<file path="src/rtl/cbr_delay.sv">
// ----------------------------------------------------------------------------
// cbr_delay
// Shift line that carries side data next to a pipelined unit, one register
// per stage, each stage with its own load enable.
// ----------------------------------------------------------------------------
module cbr_delay #(
  parameter int W = 8,
  parameter int D = 4
) (
  input  logic         clk,
  input  logic [D-1:0] en,
  input  logic [W-1:0] din,
  output logic [W-1:0] dout
);

  logic [W-1:0] line [D];

  for (genvar s = 0; s < D; s++) begin : g_stage
    logic [W-1:0] src;
    if (s == 0) begin : g_first
      assign src = din;
    end else begin : g_next
      assign src = line[s-1];
    end
    always_ff @(posedge clk) begin
      if (en[s]) begin
        line[s] <= src;
      end
    end
  end

  assign dout = line[D-1];

endmodule

</file>
<file path="config.mk">
export PLATFORM = sky130hd
export DESIGN_NAME = cbr_delay
export DESIGN_NICKNAME = d
export VERILOG_FILES = /design/src/rtl/cbr_delay.sv
export SDC_FILE = /design/constraint.sdc
export NUM_CORES = 1
export LEC_CHECK = 0
export CAP_MARGIN = 20
export CORE_UTILIZATION = 45
export DETAILED_ROUTE_END_ITERATION = 16
export DONT_BUFFER_PORTS = 1
export GPL_ROUTABILITY_DRIVEN = 0
export MAX_ROUTING_LAYER = met4
export SYNTH_ARGS = -nofsm -noshare
export SYNTH_HDL_FRONTEND = slang
export SYNTH_SLANG_ARGS = --single-unit
</file>
<file path="constraint.sdc">
create_clock -name clk -period 2 [get_ports clk]
set_clock_uncertainty 0.2 [all_clocks]
set_input_delay 0.1 -clock clk [delete_from_list [all_inputs] [get_ports clk]]
set_output_delay 0.1 -clock clk [all_outputs]
set_load 0.005 [all_outputs]
</file>
==> reports/metrics.cfg <==
[timing]
fin_crit_sh = 0.5383
setup_viol = 0
hold_viol_final = 0
fmax_ghz = 0.9288
setup_tns_ps = 0
final-max-slew-violation-count = 0
worstMarginPinSlew_ps = 364.7
fin_crit_ps = 1077
slew_headroom = 0.7560
finalWorstSetupSlack_ps = 923.4
rsz0062_at_grt = no

[power_and_ir_drop]
ir_drop_v = 0.0006230
p_seq_frac = 0.708
p_clk_frac = 0.266
p_per_area_nw_per_um2 = 975.2
p_switching_mw = 0.2040
leakage_nw = 0.3894
power.combinational.fraction = 0.025
p_int_mw = 0.9271
swShare = 0.1804
total_power_mw = 1.131

[routing]
detail_route.wl_per_cell_um = 11.78
drcViolationCount = 0
ant_nets = 0
vias = 361
drt_iter0_markers = 2
drt_wl_total_um = 919
detail_route.vias_per_cell = 4.628
first_pass_iters = 2

[floorplan]
fp-row-count = 16
num_io_pins = 21
initial_core_util = 0.4848
dieWidth_um = 48.21
die_h_um = 48.21
die_area_um2 = 2324
core_area_um2 = 1982

[cells_and_area]
registers.top_by_ff_count = line
nets = 64
diodes = 0
multi_input_area_um2 = 0
final-instance-count-excl-fill = 78
largest_reg_flops = 32
layout_commonest_cell = edfxtp_1
seq_area_um2 = 960.9
fillers = 154
top_regs = line x32
layout_common_cells = edfxtp_1 (32), dlygate4sd3_1 (12), clkbuf_4 (5)
syn_to_final_growth_pct = 20.70
drive_gt1_frac = 0.09804
num-multi-input-gates = 0
final_util = 0.5852

[critical_path]
cp-startpoint = en[2]
slowest_stage = dlygate4sd3_1
crit_path_end = line[2][5]
critical_path_class = primary input to register
end_kind = register
crit_fanout = 8
crit_arrival_ps = 860
required_ps = 1780
cp.depth = 1
cp_cell_sequence = dlygate4sd3_1
cpPeakStageDelay_ps = 750
start_kind = primary input
crit_buf_inv = 1
r2r_start = line[2][1]
r2r_slack_ps = 1170
rr_worst_depth = 0
cp_top_family = buffers and inverters
rr_endpoint = line[3][1]

[logic_synthesis]
ys_ff_latch = 32
synth_cell_types = 1
syn_avg_cell_area_um2 = 30.03
seq_area_frac_synth = 1.000
synth_warnings = 0
netlist_area_um2 = 960.9
synth_cells = 32
postSynthNetCount = 45

[grt]
grt_pass1_wl_um = 1414
grt_usage = 0.1129
grt_overflow = 0
grt_pass1_vias = 331
grt_max_degree = 10
antenna_found_initial = 0

[clock_network]
clock_sinks = 32
cts_resized = 0
clk_pin_slew_ps = 80
numCtsBuffers = 5
cts_tree = yes
clock_tree.root_cell = clkbuf_4
cts_buffer_depth = 2
htree_levels = 2
worstSkewPairLatency_ps = 310

[placement]
post-place-ws_ps = 1163
portBuffers = 0
post-place-cells = 59

[hold_path]
min_path_type = primary input to register

[job]
max_cap_violations = 0

[status]
status = complete, no violations

-- repair_timing --
item / in CTS / in global routing
hold buffers: 12 / 0
buffers inserted: 0 / 0
hold endpoints to repair: 40 / 0
-- worst min path at each step --
stage | start | to | cells after the start
5_1_grt | din[0] | line[0][0] | 1
6_report | din[0] | line[0][0] | 1
3_3_place_gp | din[4] | line[0][4] | 0
3_5_place_dp | din[1] | line[0][1] | 0
2_1_floorplan | din[0] | line[0][0] | 0
4_1_cts | din[5] | line[0][5] | 1
-- cell usage after synthesis --
cell	count	share of area
edfxtp_1	32	1.0
-- cell families after synthesis --
group,Yosys count,synth area share
flip-flops,32,1.000
-- through the flow --
stage               area, um^2  hold slack (ps)
floorplan                960.9           -1.131
global placement         994.7           -1.075
detailed placement       994.7           -1.077
CTS                       1160            188.2
global route              1160            175.9
finish                    1160            206.8
-- power by group through the flow --
stage | Sequential [mW] | Combinational [mW] | Clock, mW
CTS | 0.802 | 0.0285 | 0.320
detailed placement | 0.818 | 0 | 0
global route | 0.807 | 0.0312 | 0.352
global placement | 0.815 | 0 | 0
finish | 0.801 | 0.0287 | 0.301
floorplan | 0.813 | 0 | 0
-- layout make-up --
type | instances | share of cell area
clock buffer | 5 | 0.03236
clock inverter | 2 | 0.006473
sequential | 32 | 0.8285
tap | 27 | 0.02913
timing repair buffer | 12 | 0.1036
-- per-layer routing --
metal,routed length (um),vias up,track usage
met4,0,0,0.06667
met5,0,-,-
met3,91,0,0.1111
li1,-,170,-
met1,303,166,0.09536
met2,523,25,0.1547
Power figures use the tool's default switching activity.
