--- src/rtl/cbr_div.sv ---
// ----------------------------------------------------------------------------
// cbr_div
// Pipelined restoring divider for num * 2^(QW-1) / den with num <= den, so
// the quotient fits QW bits. One quotient bit per stage, MSB first.
// ----------------------------------------------------------------------------
module cbr_div #(
  parameter int DW = 32,
  parameter int QW = 17
) (
  input  logic          clk,
  input  logic [QW-1:0] en,
  input  logic [DW-1:0] num,
  input  logic [DW-1:0] den,
  output logic [QW-1:0] quo
);

  logic [DW:0]   rem  [QW];
  logic [QW-1:0] q    [QW];
  logic [DW-1:0] dvs  [QW];

  for (genvar s = 0; s < QW; s++) begin : g_stage
    logic [DW:0]   r_src;
    logic [DW:0]   r_after;
    logic [QW-1:0] q_src;
    logic [DW-1:0] d_src;
    logic          ge;

    if (s == 0) begin : g_first
      assign r_src = {1'b0, num};
      assign q_src = '0;
      assign d_src = den;
    end else begin : g_next
      assign r_src = rem[s-1];
      assign q_src = q[s-1];
      assign d_src = dvs[s-1];
    end

    assign ge      = r_src >= {1'b0, d_src};
    assign r_after = ge ? r_src - {1'b0, d_src} : r_src;

    always_ff @(posedge clk) begin
      if (en[s]) begin
        rem[s] <= {r_after[DW-1:0], 1'b0};
        q[s]   <= {q_src[QW-2:0], ge};
        dvs[s] <= d_src;
      end
    end
  end

  assign quo = q[QW-1];

endmodule

--- config.mk ---
export PLATFORM = sky130hd
export DESIGN_NAME = cbr_div
export DESIGN_NICKNAME = d
export VERILOG_FILES = /design/src/rtl/cbr_div.sv
export SDC_FILE = /design/constraint.sdc
export NUM_CORES = 2
export LEC_CHECK = 0
export CORE_MARGIN = 3
export CORE_UTILIZATION = 50
export CTS_CLUSTER_SIZE = 30
export DETAILED_ROUTE_END_ITERATION = 10
export DONT_BUFFER_PORTS = 1
export GPL_ROUTABILITY_DRIVEN = 0
export HOLD_SLACK_MARGIN = 0.08
export SETUP_SLACK_MARGIN = 0.15
export SLEW_MARGIN = 20
export SYNTH_ARGS = -nofsm -noshare
export SYNTH_HDL_FRONTEND = slang
export SYNTH_SLANG_ARGS = --single-unit
export TNS_END_PERCENT = 20
--- constraint.sdc ---
create_clock -name clk -period 6.49 [get_ports clk]
set_input_delay 1.298 -clock clk [delete_from_list [all_inputs] [get_ports clk]]
set_output_delay 1.298 -clock clk [all_outputs]
set_load 0.03 [all_outputs]
==> impl_metrics.env <==
export IMPL_cts_max_level=4
export IMPL_vias=45700
export IMPL_arrival_ns=5.06
export IMPL_drc_errors=0
export IMPL_max_cap_violations=0
export IMPL_p_per_area_mw_per_mm2=493
export IMPL_slew_viol_final=0
export IMPL_tns_ns=0
export IMPL_clk_pin_slew_ns=0.06
export IMPL_grtUsageTotal_pct=19.8
export IMPL_cts_buffer_depth=3
export IMPL_nNetsFinal=6976
export IMPL_min_period_over_period_pct=70.4
export IMPL_hpwlAfterDp_um=109000
export IMPL_final_common_cell="edfxtp_1"
export IMPL_start_util_pct=50.5
export IMPL_final_hold_violation_count=0
export IMPL_yosysWarningCount=0
export IMPL_wl_per_cell_um=17.0
export IMPL_dieArea_mm2=0.142
export IMPL_cp_max_fo=31
export IMPL_cts_sinks=1177
export IMPL_num_rows=135
export IMPL_yosysSeqAreaShare_pct=51.6
export IMPL_max_freq_mhz=219
export IMPL_cts_resized=0
export IMPL_clkLatencyLatePin_ns=0.77
export IMPL_synth_area_mm2=0.0685
export IMPL_io_buffers=0
export IMPL_ys_flop_type="edfxtp_1"
export IMPL_required_ns=6.98
export IMPL_drive_gt1_share_pct=5.23
export IMPL_post_cts_setup_buffer_count=0
export IMPL_max_slew_margin_pct=26.1
export IMPL_io_pins=99
export IMPL_worstSetupPathType="flip-flop to flip-flop"
export IMPL_setup_viol=0
export IMPL_core_area_mm2=0.136
export IMPL_hp_class="flip-flop to flip-flop"
export IMPL_ctsHoldBuffers=0
export IMPL_worst_slew_pin_slew_ns=1.08
export IMPL_die_w_um=376
export IMPL_outcome="finished, final reports clean"
export IMPL_yosysUniqueCellTypes=95
export IMPL_rsz0062_at_grt="no"
export IMPL_grt_overflow_total=0
export IMPL_synth_edf_count=1177
export IMPL_cts_tree="built"
export IMPL_ir_drop_v=0.000248
export IMPL_setup_worst_path_end_class="flip-flop"
export IMPL_fin_hold_ws_ns=0.389
export IMPL_avgSynthCellArea_um2=10.9
export IMPL_first_iter_violations=2160
export IMPL_syn_num_nets=6956
export IMPL_p_leak_nw=30.7
export IMPL_syn_to_final_growth_pct=9.27
export IMPL_final_cell_mix="1,177 x edfxtp_1, 642 x inv_1, 552 x a21oi_1"
export IMPL_viasPerCell=5.56
export IMPL_grt_pass1_wl_um=226000
export IMPL_root_buffer="clkbuf_16"
export IMPL_wl_um=139000
export IMPL_drtAntennaViolNets=0
export IMPL_grt_max_degree=81
export IMPL_ys_ff_latch=1177
export IMPL_ys_async_sr_fraction_pct=0
export IMPL_cts_buffers=138
export IMPL_worst_setup_path_start_kind="flip-flop"
export IMPL_period_needed_ns=4.57
export IMPL_antenna_found_initial=3
export IMPL_die_height_um=376
export IMPL_syn_inst=6315
export IMPL_grt_pass1_vias=47200
export IMPL_clock_skew_ns=0.0291
export IMPL_first_pass_iters=8
==> kinds of logic (layout without fill, tap and decap cells) <==
group	after synthesis	after routing	synth area share [%]
muxes	127	127	2.08
other	0	1	0
AOI/OAI and AO/OA	1757	1757	15.8
adders and majority gates	559	559	10.4
buffers and inverters	806	932	4.52
DFF	1177	1177	51.6
xor gates and xnor gates	441	441	5.64
and+or+nand+nor	1448	1448	9.96
==> power breakdown <==
group,total [W],leakage [nW],internal [W],switching [W]
registers,0.0125,11.5,0.0114,0.00104
logic,0.0171,17.1,0.00727,0.00987
clock network,0.00731,2.09,0.00429,0.00301
==> per-stage QoR <==
stage	cells	instance area (um2)	utilization, %	worst slack, ns	total power (W)
after detailed placement	7976	70600	52.0	1.60	0.0296
final	8223	74900	55.1	1.92	0.0369
after global routing	8222	74900	55.1	1.63	0.0397
after CTS	8222	74900	55.1	1.90	0.0371
after floorplan	6315	68500	-	2.04	0.0257
after global placement	7975	70500	51.9	1.62	0.0293
==> Yosys cell counts, types with 123 or more instances <==
master | n | area (um2)
ha_1 | 543 | 6790
xor2_1 | 216 | 1890
inv_1 | 642 | 2410
xnor2_1 | 225 | 1970
a21oi_1 | 553 | 2770
nand2_1 | 496 | 1860
nor2_1 | 363 | 1360
edfxtp_1 | 1177 | 35300
clkbuf_1 | 123 | 462
a21o_1 | 258 | 1940
o21ai_0 | 173 | 866
o21ai_1 | 317 | 1590
==> final cells by class <==
type                            count  area (um2)
Antenna cell                        1        2.50
Clock buffer                      169        3610
Clock inverter                     77         693
Fill cell                       11500       60900
Inverter                          653        2450
Multi-Input combinational cell   4332       30200
Sequential cell                  1177       35300
Tap cell                         1781        2230
Timing Repair Buffer               33         318
==> worst max-delay path, cell delays in order (launching register included) <==
cell and delay, ns:
edfxtp_1 0.41, ha_1 0.33, nor2b_1 0.14, o31a_1 0.29, o311a_1 0.38, a31oi_1 0.40
o211ai_1 0.26, a31oi_1 0.45, o21ai_1 0.24, a21bo_2 0.31, a21oi_4 0.69, mux2_1 0.38
==> sequential cells by signal (all words and copies together), names as in the netlist <==
signal and cells:
dvs 512, q 153, rem 512
==> per-layer routing <==
metal  up-vias  track usage [%]  part of all wire, %
met5         -                0                    0
met4         0             13.0                  6.7
met3       476             3.06                  3.1
met2       982             40.7                   56
met1     21200             17.1                   34
li1      23000                -                    -
==> path summary, 6_finish.rpt <==
| path | slack (ns) | cells after the start | from | endpoint |
|---|---|---|---|---|
| min reg2reg | 0.39 | 0 | q[0][71]$_DFFE_PP_ | q[0][89]$_DFFE_PP_ |
| max reg2reg | 1.92 | 11 | rem[0][416]$_SDFFCE_PN0P_ | rem[0][465]$_DFFE_PP_ |
| max | 1.92 | 11 | rem[0][416]$_SDFFCE_PN0P_ | rem[0][465]$_DFFE_PP_ |
| min | 0.39 | 0 | q[0][71]$_DFFE_PP_ | q[0][89]$_DFFE_PP_ |
Note: power is estimated with default switching activity, not from simulation.
