[src/rtl/cbr_pkg.sv]
// ----------------------------------------------------------------------------
// cbr_pkg
// Types, register codes and helpers shared by the collision response block.
// ----------------------------------------------------------------------------
package cbr_pkg;

  localparam int CFG_W     = 17;
  localparam int CFG_IDX_W = 2;

  localparam logic [CFG_IDX_W-1:0] REG_RESTITUTION = 2'd0;
  localparam logic [CFG_IDX_W-1:0] REG_PUSH_GAIN   = 2'd1;

  localparam int ISQRT_STAGES = 32;
  localparam int RAD_W        = 64;
  localparam int SQ_W         = 63;
  localparam int OUT_SUM_W    = 46;

  typedef logic [2:0][31:0] vec3_t;

  typedef struct packed {
    logic signed [31:0] offset_x;
    logic signed [31:0] offset_y;
    logic signed [31:0] offset_z;
    logic signed [31:0] first_vel_x;
    logic signed [31:0] first_vel_y;
    logic signed [31:0] first_vel_z;
    logic signed [31:0] second_vel_x;
    logic signed [31:0] second_vel_y;
    logic signed [31:0] second_vel_z;
    logic [30:0]        first_mass;
    logic [30:0]        second_mass;
  } cbr_item_t;

  typedef struct packed {
    logic signed [31:0] new_first_vel_x;
    logic signed [31:0] new_first_vel_y;
    logic signed [31:0] new_first_vel_z;
    logic signed [31:0] new_second_vel_x;
    logic signed [31:0] new_second_vel_y;
    logic signed [31:0] new_second_vel_z;
    logic               degenerate;
  } cbr_result_t;

  typedef struct packed {
    vec3_t v1;
    vec3_t v2;
    logic  degen;
  } cbr_pay_t;

  typedef struct packed {
    cbr_pay_t    pay;
    vec3_t       mag;
    logic [2:0]  sgn;
    logic [30:0] first_mass;
    logic [30:0] second_mass;
    logic [31:0] tot;
  } cbr_side_a_t;

  typedef struct packed {
    cbr_pay_t   pay;
    logic [2:0] sgn;
    logic       tot_zero;
  } cbr_side_b_t;

  function automatic logic [31:0] abs32(input logic [31:0] v);
    return v[31] ? (~v + 32'd1) : v;
  endfunction

  function automatic logic [31:0] sat32(input logic signed [OUT_SUM_W-1:0] x);
    logic [31:0] res;
    if (x > $signed(OUT_SUM_W'(32'h7FFF_FFFF))) begin
      res = 32'h7FFF_FFFF;
    end else if (x < -$signed(OUT_SUM_W'(33'h0_8000_0000))) begin
      res = 32'h8000_0000;
    end else begin
      res = x[31:0];
    end
    return res;
  endfunction

endpackage

[src/rtl/cbr_isqrt.sv]
// ----------------------------------------------------------------------------
// cbr_isqrt
// Pipelined integer square root, floor(sqrt(radicand)), one result bit per
// stage.
// ----------------------------------------------------------------------------
module cbr_isqrt (
  input  logic                              clk,
  input  logic [cbr_pkg::ISQRT_STAGES-1:0]  en,
  input  logic [cbr_pkg::RAD_W-1:0]         radicand,
  output logic [cbr_pkg::ISQRT_STAGES-1:0]  root
);
  import cbr_pkg::*;

  localparam int STG   = ISQRT_STAGES;
  localparam int REM_W = STG + 3;

  logic [REM_W-1:0] rem  [STG];
  logic [STG-1:0]   rt   [STG];
  logic [RAD_W-1:0] rest [STG];

  for (genvar s = 0; s < STG; s++) begin : g_stage
    logic [REM_W-1:0] rem_src;
    logic [REM_W-1:0] rem_sh;
    logic [REM_W-1:0] trial;
    logic [STG-1:0]   rt_src;
    logic [RAD_W-1:0] rest_src;
    logic             ge;

    if (s == 0) begin : g_first
      assign rem_src  = '0;
      assign rt_src   = '0;
      assign rest_src = radicand;
    end else begin : g_next
      assign rem_src  = rem[s-1];
      assign rt_src   = rt[s-1];
      assign rest_src = rest[s-1];
    end

    // Bring down the next two radicand bits and try root*4+1.
    assign rem_sh = {rem_src[REM_W-3:0], rest_src[RAD_W-1 -: 2]};
    assign trial  = REM_W'({rt_src, 2'b01});
    assign ge     = rem_sh >= trial;

    always_ff @(posedge clk) begin
      if (en[s]) begin
        rem[s]  <= ge ? rem_sh - trial : rem_sh;
        rt[s]   <= {rt_src[STG-2:0], ge};
        rest[s] <= {rest_src[RAD_W-3:0], 2'b00};
      end
    end
  end

  assign root = rt[STG-1];

endmodule

[config.mk]
export PLATFORM = sky130hd
export DESIGN_NAME = cbr_isqrt
export DESIGN_NICKNAME = d
export VERILOG_FILES = /design/src/rtl/cbr_pkg.sv /design/src/rtl/cbr_isqrt.sv
export SDC_FILE = /design/constraint.sdc
export NUM_CORES = 2
export LEC_CHECK = 0
export BUFFER_PORTS_ARGS = -buffer_cell sky130_fd_sc_hd__buf_2
export CAP_MARGIN = 20
export CORE_MARGIN = 2
export CORE_UTILIZATION = 45
export DETAILED_ROUTE_END_ITERATION = 8
export PLACE_DENSITY_LB_ADDON = 0.2
export SYNTH_ARGS = -nofsm -noshare
export SYNTH_HDL_FRONTEND = slang
export SYNTH_MEMORY_MAX_BITS = 65536
export SYNTH_SLANG_ARGS = --single-unit
[constraint.sdc]
create_clock -name clk -period 9.98 [get_ports clk]
set_input_delay 1.996 -clock clk [delete_from_list [all_inputs] [get_ports clk]]
set_output_delay 1.996 -clock clk [all_outputs]
set_load 0.05 [all_outputs]
==> metrics.yaml <==
sta:
  fin_tns_setup_ns: 0
  setup_viol: 0
  worst_clock_skew_ns: 0.0967
  hold_violations: 0
  holdWs_ns: 0.365
  report.final.slew_viol_count: 0
  max_freq_ghz: 0.229
  rsz0062_at_grt: "false"
  worst_slew_pin_slew_ns: 1.12
  period_minus_slack_ns: 4.36
  min_period_over_period_pct: 43.7
  maxSlewHeadroom_pct: 25.3
critical_path:
  critPathKind: "reg -> reg"
  worst_setup_path_start_kind: "flop"
  cpPeakStageDelay_ns: 0.85
  crit_chain: "ha_1 -> o21ai_0 -> a211oi_1 -> a211oi_1 -> o31ai_1 -> a21oi_1 -> o31a_1 -> nand2_1 -> a21boi_0"
  cp_slowest_cell: "a21boi_0"
  cp_top_family: "compound AO/OA/AOI/OAI gates"
  required_ns: 10.48
  crit_path_frequent_cell: "a211oi_1"
  end_kind: "flop"
  crit_arrival_ns: 4.86
  critPathMaxFanout: 12
  crit_buf_inv: 0
routing:
  viasPerCell: 5.41
  first_pass_iters: 7
  drcViolationCount: 0
  wirelength_um: 252000
  wl_per_cell_um: 19.6
  num_vias: 69556
  initialDrtViolationCount: 5040
  ant_nets: 0
final_layout:
  mostFrequentLayoutCell: "edfxtp_1"
  syn_to_final_growth_pct: 11.8
  final_cell_mix: "2494 x edfxtp_1, 708 x inv_1, 591 x nand2_1, 568 x nor2_1, 561 x ha_1"
  drive_gt1_share_pct: 8.02
  final_nets: 9932
logic_synthesis:
  synth_area_leaders: "edfxtp_1 65%, ha_1 6.0%, xor2_1 3.3%, xnor2_1 2.7%, a21oi_1 2.4%"
  synth_ff_type: "edfxtp_1"
  synth_edf_count: 2494
  syn-num-nets: 9626
  yosysUniqueCellTypes: 94
  synth_top_cell_by_area: "edfxtp_1"
  syn-cell-area_um2: 116000
  synthArstFlopShare_pct: 0
  synth-seq-cells: 2494
  yosysWarningCount: 0
  synth_top_area_share_pct: 64.5
  avgSynthCellArea_um2: 12.9
  synth.yosys.seq_area_share_pct: 64.5
  syn_inst: 8968
floorplanning:
  dieArea_um2: 262000
  ioPinCount: 129
  core_um2: 257000
  die_width_um: 512
  start_util_pct: 45.2
  die_h_um: 512
  rows: 186
clock_network:
  worstSkewPairLatency_ns: 0.94
  clk_pin_slew_ns: 0.06
  cts_resized: 0
  cts.sinks: 2494
  cts_root_buffer: "clkbuf_16"
  numCtsBuffers: 289
  postCtsHoldBufs: 0
  cts_tree: "yes"
  cts_max_path_buffers: 4
  htree_levels: 5
  cts_setup_buffers: 0
place:
  gp_congestion: 0.903
  hpwl_um: 186000
  port_buffers: 128
global_routing:
  antenna_found_initial: 7
  overflow: 0
  grt_pass1_wl_um: 393000
  grt_pass1_vias: 68749
  grt_max_degree: 85
  track_usage_pct: 19.0
min_path:
  min_path_type: "reg -> reg"
power_and_ir_drop:
  p_leak_uw: 0.0494
  power_density_nw_per_um2: 233
  peakVddDrop_mv: 0.175
run_status:
  status: "finished, final reports clean"
flow_run:
  maxCapViolations: 0
-- metal layers --
layer	track usage (%)	vias to the layer above	share of wire, %
li1	-	33864	-
met1	24.5	33742	43
met2	33.0	1502	50
met3	2.65	444	4.0
met4	5.92	4	3.0
met5	0	-	0.011
-- sequential cells by signal, summed over array words and instances, names as in the netlist --
| name | cells |
|---|---|
| rem | 974 |
| rest | 992 |
| rt | 528 |
-- report_power, final --
group	internal [uW]	switching (uW)	leakage [uW]
registers	13200	956	0.0240
logic	2530	3610	0.0210
clock network	5880	4060	0.00435
total	21700	8630	0.0494
-- metrics by stage --
stage	cell area [um2]	utilization [%]	instances	worst slack [ns]	power [uW]
after floorplan	116000	-	8968	6.54	18400
after global placement	121000	47.1	12359	5.36	20500
after detailed placement	121000	47.1	12362	5.61	20500
after CTS	130000	50.5	12856	5.55	30600
after global routing	130000	50.6	12863	5.28	31800
final	130000	50.6	12863	5.62	30300
-- worst register-to-register path: cells and delay by family, from the launching register on --
| family | cells | cell delay [ns] |
|---|---|---|
| compound gates | 7 | 2.88 |
| flops | 1 | 0.39 |
| fa+ha+maj | 1 | 0.35 |
| simple gates | 1 | 0.35 |
-- synth_stat cells, drive strengths merged (54+ instances only) --
| library cell | n |
|---|---|
| inv | 709 |
| ha | 561 |
| a21oi | 552 |
| xor2 | 437 |
| nand2b | 111 |
| edfxtp | 2494 |
| o31ai | 61 |
| nor4 | 118 |
| or3 | 101 |
| a21o | 220 |
| or4 | 62 |
| mux2 | 83 |
| nor2b | 78 |
| nand2 | 591 |
| xnor2 | 355 |
| clkbuf | 138 |
| nor2 | 569 |
| nand4 | 82 |
| o21a | 102 |
| o21ai | 499 |
| a211oi | 54 |
| nand3 | 130 |
| nor3 | 245 |
-- logic make-up after synthesis --
kind of cell	synth area share (%)
flops	64.5
simple gates	9.76
fa+ha+maj	6.05
compound gates	9.90
buf+inv	2.90
mux	0.900
xor+xnor	5.98
other cells	0.00323
-- final timing paths --
path / from / end / slack [ns] / cells past startpoint
hold / removal: rest[0][613] / rest[0][677] / 0.37 / 0
setup reg to reg: rem[1][315] / rem[1][379] / 5.62 / 9
hold reg to reg: rest[0][613] / rest[0][677] / 0.37 / 0
setup / recovery: rem[1][315] / rem[1][379] / 5.62 / 9
-- final cells by class --
class / instances / area (um2)
clock inverter: 152 / 1380
fill: 21840 / 127000
multi-input combinational: 5589 / 37900
sequential: 2494 / 74900
timing repair buffer: 191 / 1220
inverter: 709 / 2660
antenna: 2 / 5.00
clock buffer: 342 / 7470
tap: 3384 / 4230
Note: power is estimated with default switching activity, not from simulation.
